===== src/tpa_pkg.sv =====
`timescale 1ns / 1ps
// ----------------------------------------------------------------------------
// tpa_pkg
// Shared types and constants for the trade print aggregator: event codes,
// field widths, the result record and the output queue geometry.
// ----------------------------------------------------------------------------
package tpa_pkg;

  // Event kinds carried on in_cmd
  localparam logic [1:0] CMD_TRADE   = 2'd0;
  localparam logic [1:0] CMD_BOOK    = 2'd1;
  localparam logic [1:0] CMD_STATS   = 2'd2;
  localparam logic [1:0] CMD_END_REC = 2'd3;

  // Field widths
  localparam int SEC_W   = 20;
  localparam int PRICE_W = 32;
  localparam int QTY_W   = 31;
  localparam int TOT_W   = 32;
  localparam int CNT_W   = 16;
  localparam int SEQ_W   = 32;
  localparam int TIME_W  = 47;

  localparam logic [QTY_W-1:0] BULK_LIMIT_RESET = QTY_W'(1000000);
  localparam logic [TOT_W-1:0] TOT_MAX          = '1;
  localparam logic [CNT_W-1:0] CNT_MAX          = '1;

  // Output queue: room for two records per transaction plus slack
  localparam int FIFO_DEPTH = 4;
  localparam int FIFO_AW    = $clog2(FIFO_DEPTH);
  localparam int FIFO_CW    = $clog2(FIFO_DEPTH + 1);

  // One emitted trade record
  typedef struct packed {
    logic [SEC_W-1:0]          sec_id;
    logic signed [PRICE_W-1:0] price;
    logic [TOT_W-1:0]          total_quantity;
    logic [CNT_W-1:0]          trade_count;
    logic [SEQ_W-1:0]          seq_num;
    logic [TIME_W-1:0]         exch_time_ns;
    logic [TIME_W-1:0]         recv_time_ns;
    logic                      last;
  } rec_t;

endpackage


===== src/trade_print_aggregator.sv =====
`timescale 1ns / 1ps
// ----------------------------------------------------------------------------
// trade_print_aggregator
// Merges consecutive trades of one security at one price into one summed
// trade record; flushes on book updates, price or security changes and
// large trades.
// ----------------------------------------------------------------------------
// Usage:
//   Input channel (in_*): one decoded feed event per transaction, taken at a
//   rising edge with in_valid high and in_stall low. Output channel (out_*):
//   one trade record per transaction; out_last marks the final record that
//   an input event caused. cfg_we/cfg_data write bulk_limit; write it only
//   while the block is idle.
//   Each event is processed as it is taken; its records are registered into
//   a four-entry output queue whose head drives out_*.
//   Throughput: one event per cycle while in_stall is low; an event that
//   emits two records fills two queue entries that leave in turn through
//   the single output port, so the queue drain sets the sustained rate.
//   in_stall rises when fewer than two queue entries are free, so a receiver
//   stall backs up into the input after the queue fills; no record is lost.
//   Reset: pending aggregate and sequence counter clear, the block enters
//   recovery mode (trades and stats ignored until an end-recovery event),
//   bulk_limit returns to 1000000 and the queue empties.
// ----------------------------------------------------------------------------
module trade_print_aggregator
  import tpa_pkg::*;
(
  input  logic                      clk,
  input  logic                      rst_n,
  // configuration
  input  logic                      cfg_we,
  input  logic [QTY_W-1:0]          cfg_data,
  // input events
  input  logic                      in_valid,
  output logic                      in_stall,
  input  logic [1:0]                in_cmd,
  input  logic [SEC_W-1:0]          in_sec_id,
  input  logic signed [PRICE_W-1:0] in_price,
  input  logic [QTY_W-1:0]          in_quantity,
  input  logic [TIME_W-1:0]         in_exch_time_ns,
  input  logic [TIME_W-1:0]         in_recv_time_ns,
  // output records
  output logic                      out_valid,
  input  logic                      out_stall,
  output logic [SEC_W-1:0]          out_sec_id,
  output logic signed [PRICE_W-1:0] out_price,
  output logic [TOT_W-1:0]          out_total_quantity,
  output logic [CNT_W-1:0]          out_trade_count,
  output logic [SEQ_W-1:0]          out_seq_num,
  output logic [TIME_W-1:0]         out_exch_time_ns,
  output logic [TIME_W-1:0]         out_recv_time_ns,
  output logic                      out_last
);

  // Configuration and aggregation state
  logic [QTY_W-1:0]          bulk_limit_r;
  logic [SEC_W-1:0]          pend_sec_r, pend_sec_nxt;
  logic signed [PRICE_W-1:0] pend_price_r, pend_price_nxt;
  logic [TOT_W-1:0]          pend_qty_r, pend_qty_nxt;
  logic [CNT_W-1:0]          pend_count_r, pend_count_nxt;
  logic [SEQ_W-1:0]          pend_seq_r, pend_seq_nxt;
  logic [TIME_W-1:0]         pend_exch_r, pend_exch_nxt;
  logic [TIME_W-1:0]         pend_recv_r, pend_recv_nxt;
  logic [SEQ_W-1:0]          seq_r, seq_nxt;
  logic                      rec_r, rec_nxt;

  // Output queue
  rec_t                      fifo_r [FIFO_DEPTH];
  logic [FIFO_AW-1:0]        wr_ptr_r, wr_ptr_nxt, wr_ptr_p1;
  logic [FIFO_AW-1:0]        rd_ptr_r, rd_ptr_nxt;
  logic [FIFO_CW-1:0]        count_r, count_nxt;

  // Datapath
  logic                      in_acc;
  logic                      out_acc;
  logic                      pend_live;
  logic                      key_diff;
  logic                      is_bulk;
  logic                      do_flush;
  logic [TOT_W-1:0]          base_qty;
  logic [CNT_W-1:0]          base_count;
  logic [TOT_W:0]            qty_sum;
  rec_t                      flush_rec;
  rec_t                      imm_rec;
  rec_t                      rec0, rec1;
  logic [1:0]                push_n;

  assign in_acc  = in_valid && !in_stall;
  assign out_acc = out_valid && !out_stall;

  // Hold input while fewer than two queue entries are free
  assign in_stall  = count_r > FIFO_CW'(FIFO_DEPTH - 2);
  assign out_valid = count_r != '0;

  // Compare against the pending aggregate
  assign pend_live = pend_qty_r != '0;
  assign key_diff  = (in_sec_id != pend_sec_r) || (in_price != pend_price_r);
  assign is_bulk   = in_quantity >= bulk_limit_r;
  assign do_flush  = pend_live && (key_diff || is_bulk);

  // Merge base: cleared aggregate when it was flushed by this trade
  assign base_qty   = do_flush ? '0 : pend_qty_r;
  assign base_count = do_flush ? '0 : pend_count_r;
  assign qty_sum    = {1'b0, base_qty} + (TOT_W + 1)'(in_quantity);

  // Record for the pending aggregate
  always_comb begin
    flush_rec.sec_id         = pend_sec_r;
    flush_rec.price          = pend_price_r;
    flush_rec.total_quantity = pend_qty_r;
    flush_rec.trade_count    = pend_count_r;
    flush_rec.seq_num        = pend_seq_r;
    flush_rec.exch_time_ns   = pend_exch_r;
    flush_rec.recv_time_ns   = pend_recv_r;
    flush_rec.last           = 1'b1;
  end

  // Record for a trade that bypasses aggregation
  always_comb begin
    imm_rec.sec_id         = in_sec_id;
    imm_rec.price          = in_price;
    imm_rec.total_quantity = TOT_W'(in_quantity);
    imm_rec.trade_count    = CNT_W'(1);
    imm_rec.seq_num        = seq_r;
    imm_rec.exch_time_ns   = in_exch_time_ns;
    imm_rec.recv_time_ns   = in_recv_time_ns;
    imm_rec.last           = 1'b1;
  end

  // Process one event: update state and pick the records to queue
  always_comb begin
    pend_sec_nxt   = pend_sec_r;
    pend_price_nxt = pend_price_r;
    pend_qty_nxt   = pend_qty_r;
    pend_count_nxt = pend_count_r;
    pend_seq_nxt   = pend_seq_r;
    pend_exch_nxt  = pend_exch_r;
    pend_recv_nxt  = pend_recv_r;
    seq_nxt        = seq_r;
    rec_nxt        = rec_r;
    rec0           = flush_rec;
    rec1           = imm_rec;
    push_n         = 2'd0;
    if (in_acc) begin
      case (in_cmd)
        CMD_TRADE: begin
          if (!rec_r) begin
            seq_nxt = seq_r + SEQ_W'(1);
            if (do_flush) begin
              pend_sec_nxt   = '0;
              pend_price_nxt = '0;
              pend_qty_nxt   = '0;
              pend_count_nxt = '0;
              pend_seq_nxt   = '0;
            end
            if (is_bulk) begin
              if (do_flush) begin
                rec0.last = 1'b0;
                push_n    = 2'd2;
              end else begin
                rec0   = imm_rec;
                push_n = 2'd1;
              end
            end else begin
              push_n         = do_flush ? 2'd1 : 2'd0;
              pend_sec_nxt   = in_sec_id;
              pend_price_nxt = in_price;
              pend_qty_nxt   = qty_sum[TOT_W] ? TOT_MAX : qty_sum[TOT_W-1:0];
              pend_count_nxt = (base_count != CNT_MAX) ? base_count + CNT_W'(1)
                                                       : base_count;
              pend_seq_nxt   = seq_r;
              pend_exch_nxt  = in_exch_time_ns;
              pend_recv_nxt  = in_recv_time_ns;
            end
          end
        end
        CMD_BOOK: begin
          seq_nxt = seq_r + SEQ_W'(1);
          if (pend_live) begin
            push_n         = 2'd1;
            pend_sec_nxt   = '0;
            pend_price_nxt = '0;
            pend_qty_nxt   = '0;
            pend_count_nxt = '0;
            pend_seq_nxt   = '0;
          end
        end
        CMD_STATS: begin
          if (!rec_r) begin
            seq_nxt = seq_r + SEQ_W'(1);
          end
        end
        CMD_END_REC: begin
          rec_nxt = 1'b0;
        end
        default: begin
          rec_nxt = rec_r;
        end
      endcase
    end
  end

  // Advance queue pointers and occupancy
  assign wr_ptr_p1  = wr_ptr_r + FIFO_AW'(1);
  assign wr_ptr_nxt = wr_ptr_r + FIFO_AW'(push_n);
  assign rd_ptr_nxt = out_acc ? rd_ptr_r + FIFO_AW'(1) : rd_ptr_r;
  assign count_nxt  = count_r + FIFO_CW'(push_n) - FIFO_CW'(out_acc);

  // Control and aggregation registers
  always_ff @(posedge clk) begin
    if (!rst_n) begin
      bulk_limit_r <= BULK_LIMIT_RESET;
      pend_sec_r   <= '0;
      pend_price_r <= '0;
      pend_qty_r   <= '0;
      pend_count_r <= '0;
      pend_seq_r   <= '0;
      pend_exch_r  <= '0;
      pend_recv_r  <= '0;
      seq_r        <= '0;
      rec_r        <= 1'b1;
      wr_ptr_r     <= '0;
      rd_ptr_r     <= '0;
      count_r      <= '0;
    end else begin
      if (cfg_we) begin
        bulk_limit_r <= cfg_data;
      end
      pend_sec_r   <= pend_sec_nxt;
      pend_price_r <= pend_price_nxt;
      pend_qty_r   <= pend_qty_nxt;
      pend_count_r <= pend_count_nxt;
      pend_seq_r   <= pend_seq_nxt;
      pend_exch_r  <= pend_exch_nxt;
      pend_recv_r  <= pend_recv_nxt;
      seq_r        <= seq_nxt;
      rec_r        <= rec_nxt;
      wr_ptr_r     <= wr_ptr_nxt;
      rd_ptr_r     <= rd_ptr_nxt;
      count_r      <= count_nxt;
    end
  end

  // Write queued records
  always_ff @(posedge clk) begin
    if (push_n != 2'd0) begin
      fifo_r[wr_ptr_r] <= rec0;
    end
    if (push_n == 2'd2) begin
      fifo_r[wr_ptr_p1] <= rec1;
    end
  end

  // Present the head of the queue
  assign out_sec_id         = fifo_r[rd_ptr_r].sec_id;
  assign out_price          = fifo_r[rd_ptr_r].price;
  assign out_total_quantity = fifo_r[rd_ptr_r].total_quantity;
  assign out_trade_count    = fifo_r[rd_ptr_r].trade_count;
  assign out_seq_num        = fifo_r[rd_ptr_r].seq_num;
  assign out_exch_time_ns   = fifo_r[rd_ptr_r].exch_time_ns;
  assign out_recv_time_ns   = fifo_r[rd_ptr_r].recv_time_ns;
  assign out_last           = fifo_r[rd_ptr_r].last;

  // Queue never overfills
  a_fifo_bound: assert property (@(posedge clk) disable iff (!rst_n)
    count_r <= FIFO_CW'(FIFO_DEPTH))
    else $error("output queue occupancy above depth");

  // Recovery mode is only entered at reset
  a_rec_no_rise: assert property (@(posedge clk) disable iff (!rst_n)
    $past(rst_n) |-> !$rose(rec_r))
    else $error("recovery mode re-entered without reset");

  // A live trade takes exactly one sequence number
  a_trade_seq: assert property (@(posedge clk) disable iff (!rst_n)
    (in_acc && in_cmd == CMD_TRADE && !rec_r) |=> seq_r == $past(seq_r) + SEQ_W'(1))
    else $error("trade did not advance sequence counter");

  // A book update leaves nothing pending
  a_book_flush: assert property (@(posedge clk) disable iff (!rst_n)
    (in_acc && in_cmd == CMD_BOOK) |=> pend_qty_r == '0)
    else $error("aggregate still pending after book update");

endmodule

===== config.mk =====
export PLATFORM = sky130hd
export DESIGN_NAME = trade_print_aggregator
export DESIGN_NICKNAME = d
export VERILOG_FILES = /design/src/tpa_pkg.sv /design/src/trade_print_aggregator.sv
export SDC_FILE = /design/constraint.sdc
export NUM_CORES = 2
export LEC_CHECK = 0
export ABC_AREA = 1
export BUFFER_PORTS_ARGS = -buffer_cell sky130_fd_sc_hd__buf_2
export CORE_UTILIZATION = 50
export DETAILED_ROUTE_END_ITERATION = 12
export GPL_TIMING_DRIVEN = 0
export PLACE_DENSITY = 0.8
export SLEW_MARGIN = 10
export SYNTH_ARGS = -nofsm -noshare
export SYNTH_HDL_FRONTEND = slang
export SYNTH_SLANG_ARGS = --single-unit
export TNS_END_PERCENT = 50

===== constraint.sdc =====
create_clock -name clk -period 22.7 [get_ports clk]
set_clock_uncertainty 0.1 [all_clocks]
set_input_delay 2.27 -clock clk [delete_from_list [all_inputs] [get_ports clk]]
set_output_delay 2.27 -clock clk [all_outputs]
set_load 0.01 [all_outputs]

# --- Word level (Yosys, flattened, before mapping) ---
# Memory sizes are Yosys's and may differ from the RTL's. A register that Yosys moved wholly into a read port is not among the register bits.
# Index checks and enable logic that the tools add are counted.
word_totals:
  mem_count: 1
  output_inout_bits: 229
  register_bits: 297
  wordCells: 101
  mem_bits_rw: 908
classes:
  magnitude_cmp: 2
  muxes: 45
  n_eq_ne: 11
  n_bitwise: 2
  reduce_logical: 19
  n_addsub: 8
mem_list:
  columns: ["memory", "depth", "width", "rd", "rd_ports_with_merged_regs", "write_ports", "line", "source"]
  rows:
  - ["fifo_r", 4, 227, 1, 1, 2, "trade_print_aggregator.sv:68", "rec_t fifo_r [FIFO_DEPTH];"]
ops:
  columns: ["op", "count"]
  rows:
  - ["227-bit 2-to-1 mux", 4]
  - ["32-bit 2-to-1 mux", 11]
  - ["32-bit one-hot mux with 2 select lines", 4]
  - ["226-bit 2-to-1 mux", 1]
  - ["16-bit 2-to-1 mux", 5]
  - ["20-bit 2-to-1 mux", 4]
  - ["20-bit one-hot mux with 2 select lines", 1]
  - ["32-bit by 31-bit adder with 33-bit output", 1]
  - ["32-bit by 1-bit adder with 32-bit output (second input constant)", 1]
  - ["32-bit != test", 1]
  - ["16-bit one-hot mux with 2 select lines", 1]
  - ["32-bit nonzero test", 1]
  - ["31-bit greater-or-equal comparator", 1]
  - ["20-bit != test", 1]
  - ["16-bit by 1-bit adder with 16-bit output (second input constant)", 1]
  - ["16-bit != test (second input constant)", 1]
  - ["2-bit 2-to-1 mux", 6]
  - ["4-bit AND reduction", 2]
  - ["1-bit 2-to-1 mux", 7]
  - ["2-bit == test (second input constant)", 3]
  - ["2-bit != test (second input constant)", 3]
  - ["2-bit nonzero test", 3]
  - ["5-bit AND reduction", 1]
  - ["2-bit by 1-bit adder with 2-bit output (second input constant)", 2]
  - ["other kinds (16)", 21]

# --- Depth between registers and ports, before layout ---
logic_depth:
  ltp_word: 12
  ltp_mapped: 39
  depth_no_buf: 36

# --- Worst setup path after synthesis ---
# OpenSTA, ideal clock, no wires.
synth_timing:
  path_type: "in2reg"
  startpoint: "in in_quantity[14]"
  endpoint: "mem fifo_r[2][100] in the netlist's numbering (enable)"
  arrival_time_ps: 8144
  path_slack_ps: 13893
  path_stages: 18
  required_time_ps: 22037
  setup_ps: 563
  path_cell_list: "ha_1 > nand2_1 > nor2_1 > nand2_1 > nor2_1 > nor2_1 > nand2_1 > nand2_1 > nand2_2 > nand2_4 > buf_6 > nor2_2 > nor2_1 > inv_2 > nand2_1 > inv_1 > nor2_2 > inv_1"
synth_lines:
  columns: ["element", "line", "source"]
  rows:
  - ["start: declaration", "trade_print_aggregator.sv:39", "input logic [QTY_W-1:0] in_quantity,"]
  - ["end: declaration", "trade_print_aggregator.sv:68", null]

==> summary.txt <==
Logic synthesis
  • Yosys warns: 0
  • Number of synthesized flops with an enable pin: 836
  • Flops & latches, synth: 1207
  • Ys async rst share: 0
  • Post-synthesis adder-cell area fraction: 0.01265
  • Gate count of the mapped netlist: 6353
  • Post-synthesis compound-gate area fraction: 0.2245
  • Syn Nets: 6625
  • Synth Cell Area: 57570 µm²
  • Synth unique cells: 48
  • Simple-Gate Fraction of Synth Area: 0.1297
  • Largest family of logic cells by synthesized area: compound AO/OA/AOI/OAI gates
  • Share of Yosys cell area claimed by the top area cell type: 0.4361
  • Ys flop type: edfxtp_1
  • Area leader, netlist: edfxtp_1
  • Avg Cell Area, Syn: 9.062 µm²
  • XOR/XNOR share of the synthesized area: 0.005477
  • Register area share after synthesis: 0.5651
  • Post-synthesis mux area share: 0
  • Synth area leaders: edfxtp_1 (44%), dfxtp_1 (13%), o22ai_1 (12%)

Clock tree
  • Post_cts resized: 0
  • Clk sinks: 1207
  • CTS Hold Buffers Added: 0
  • TritonCTS clock tree: yes
  • Setup bufs post-CTS: 0
  • Buffer depth of the longest clock path: 3
  • # H-tree levels: 3
  • Worst skew pair latency: 0.73 ns
  • Number of CTS-inserted buffers: 121
  • Clk slew on worst S/H paths: 0.06 ns
  • Clock Root Buffer: clkbuf_16

Worst setup path
  • WS Path Type: register to output port
  • Crit path capture type: output port
  • Required time of the critical path: 20.33 ns
  • Slowest-stage cell, CP: clkbuf_1
  • Crit Path Max Fanout: 10
  • CP startpoint kind: register
  • CP Data Arrival Time: 5.65 ns
  • CP peak stage delay: 1.03 ns
  • Worst path most repeated cell: clkbuf_1
  • Worst-path cell chain: clkbuf_1 > inv_1 > clkbuf_1 > clkbuf_1 > clkbuf_1 > nor2_1 > o22ai_1 > buf_2

GRT
  • GRT overflow: 0
  • Initial antenna violation count: 26
  • Tot GR Track Use: 0.3417
  • First-pass GRT wire length: 302800 µm
  • Number of global-route vias before repair: 50870
  • Largest net degree at the start of global routing: 101

Floorplan
  • Row cnt: 124
  • Core ar.: 114200 µm²
  • Die Width: 341.3 µm
  • Die Ht: 341.3 µm
  • Top Ports: 444
  • Die ar.: 116500 µm²
  • Initial Util: 0.5042

Status
  • Status: completed

Hold path
  • Hold Crit Class: register to register

Detailed routing
  • Per-cell routed wire length: 24.17 µm
  • Starting DRT DRC Count: 9181
  • Vias per inst: 6.376
  • 1st-pass router iterations: 7
  • Routed WL: 207300 µm
  • DRC violations left: 0
  • ANT nets after route: 0
  • Routed vias: 54670

Final layout
  • Design Area, Final: 66140 µm²
  • Fillcell total: 9722
  • Nets: 7203
  • Area Overhead vs Synth: 14.88%
  • Layout cells sized above 1: 0.1147

Power
  • Max VDD drop: 0.08752 mV
  • Pleak: 22.96 nW
  • Pwr dens: 85.91 nW/µm²

STA
  • Final Cycle Share: 0.3532
  • RSZ-0062 raised after global routing: no
  • # setup viols final: 0
  • Setup TNS: 0 ns
  • Slew Limit Fails: 0
  • Final Hold Viols: 0
  • Fin crit period: 8.017 ns
  • Slew @ Worst Pin: 1.446 ns
  • Max_slew headroom: 0.03624
  • Top achievable clock speed: 124.7 MHz

Place
  • Final HPWL DP: 139200 µm
  • Post-DP Area: 61980 µm²
  • IO Port Bufs: 443
  • Routability cong.: 0.9468

Flow run
  • MaxCap Viol Count: 0
## kinds of logic (layout without fill, tap and decap cells)
kind of cell,after synthesis,count (layout)
adders and majority gates,57,57
xor gates and xnor gates,36,36
DFF,1207,1207
AOI/OAI and AO/OA,2301,2301
and+or+nand+nor,1823,1823
other,0,25
buffers and inverters,929,1613
## final cells by class
type | count | area, µm² | area share
Timing Repair Buffer | 455 | 2490 | 0.03765
Sequential cell | 1207 | 32530 | 0.4918
Buffer | 489 | 1967 | 0.02974
Multi-Input combinational cell | 4217 | 21440 | 0.3242
Clock buffer | 160 | 3378 | 0.05108
Inverter | 440 | 1683 | 0.02544
Antenna cell | 25 | 62.56 | 0.0009459
Clock inverter | 69 | 696.9 | 0.01054
Tap cell | 1512 | 1892 | 0.02860
## sequential cells by signal (all words and copies together), names as in the netlist, 2 cells and up, named ones only
register,flops
pend_sec_r,20
pend_count_r,16
pend_exch_r,47
pend_seq_r,32
bulk_limit_r,31
wr_ptr_r,2
rd_ptr_r,2
pend_price_r,32
seq_r,32
pend_qty_r,32
pend_recv_r,47
fifo_r,908
count_r,3
## critical path, delay by kind of cell (launching register included)
kind	cells	cell delay [ns]
compound gates	1	0.71
buf+inv	6	3.71
flops	1	0.39
simple gates	1	0.08
## synth_stat cells (2+ instances only)
cell type  count
a211oi_1       7
a21o_1         4
a21oi_1      325
buf_1         28
buf_2         38
buf_4          3
buf_6          8
clkbuf_1     412
clkinv_1       8
dfxtp_1      371
edfxtp_1     836
fa_1           2
ha_1          55
inv_1        393
inv_2         38
nand2_1      844
nand2_2       15
nand2_4        3
nand3_1      133
nand3_2        8
nand3b_1       6
nand4_1       35
nand4_2        2
nor2_1       706
nor2_2        13
nor2_4         8
nor3_1        31
nor4_1        12
o2111ai_1      3
o21a_1         5
o21ai_0      876
o21ai_1        8
o21bai_1       5
o22ai_1     1064
xnor2_1       16
xor2_1        20
## metrics by stage
step	worst slack [ns]	utilization	cells	power [mW]	hold WS, ns
6_report	14.68	0.5792	8574	5.682	0.3573
5_1_grt	14.53	0.5790	8566	5.807	0.3723
4_1_cts	15.01	0.5785	8548	5.632	0.3570
3_5_place_dp	14.33	0.5428	8319	3.616	0.3411
3_3_place_gp	9.357	0.5402	8308	3.602	0.3333
2_1_floorplan	13.89	-	6353	3.023	0.3231
## final timing paths
| kind | start | to | slack, ns | cells after the start |
|---|---|---|---|---|
| hold reg to reg | fifo_r[1][130] | fifo_r[1][130] | 0.36 | 2 |
| hold / removal | fifo_r[1][130] | fifo_r[1][130] | 0.36 | 2 |
| setup / recovery | register | out_seq_num[31] | 14.68 | 8 |
| setup reg to reg | bulk_limit_r[30] | pend_qty_r[14] | 16.22 | 38 |
## layout by cell type, fill, tap and decap left out, types with 6 or more instances in the layout
cell	n
clkbuf_2	10
bufinv_16	11
buf_16	8
edfxtp_1	836
clkbuf_16	123
nand4_1	35
buf_1	27
nand3_2	8
clkbuf_1	423
clkinv_1	23
ha_1	55
xnor2_1	16
o21ai_1	8
nand3b_1	6
nor2_4	8
a21oi_1	325
dfxtp_1	371
inv_2	38
nor3_1	30
o21ai_0	876
nand2_1	844
nor2_2	14
buf_2	482
clkbuf_8	16
nor2_1	705
clkinv_2	26
buf_6	8
o22ai_1	1064
xor2_1	20
nand2_2	15
nand3_1	133
inv_1	389
nor4_1	12
a211oi_1	7
diode_2	25
## per-layer routing
layer	global-route usage	part of all wire	up-vias
met2	0.5366	0.45	4267
met1	0.4243	0.35	25410
met4	0.2154	0.069	6
li1	-	-	24210
met5	0	0.00016	-
met3	0.08239	0.13	780
## power by group
| part | leakage (nW) | internal [mW] | switching, mW |
|---|---|---|---|
| clock network | 2.01 | 1.17 | 0.899 |
| logic | 10.1 | 0.334 | 0.909 |
| registers | 10.8 | 2.35 | 0.0124 |
| total | 23.0 | 3.86 | 1.82 |
(Power assumes the default switching activity.)
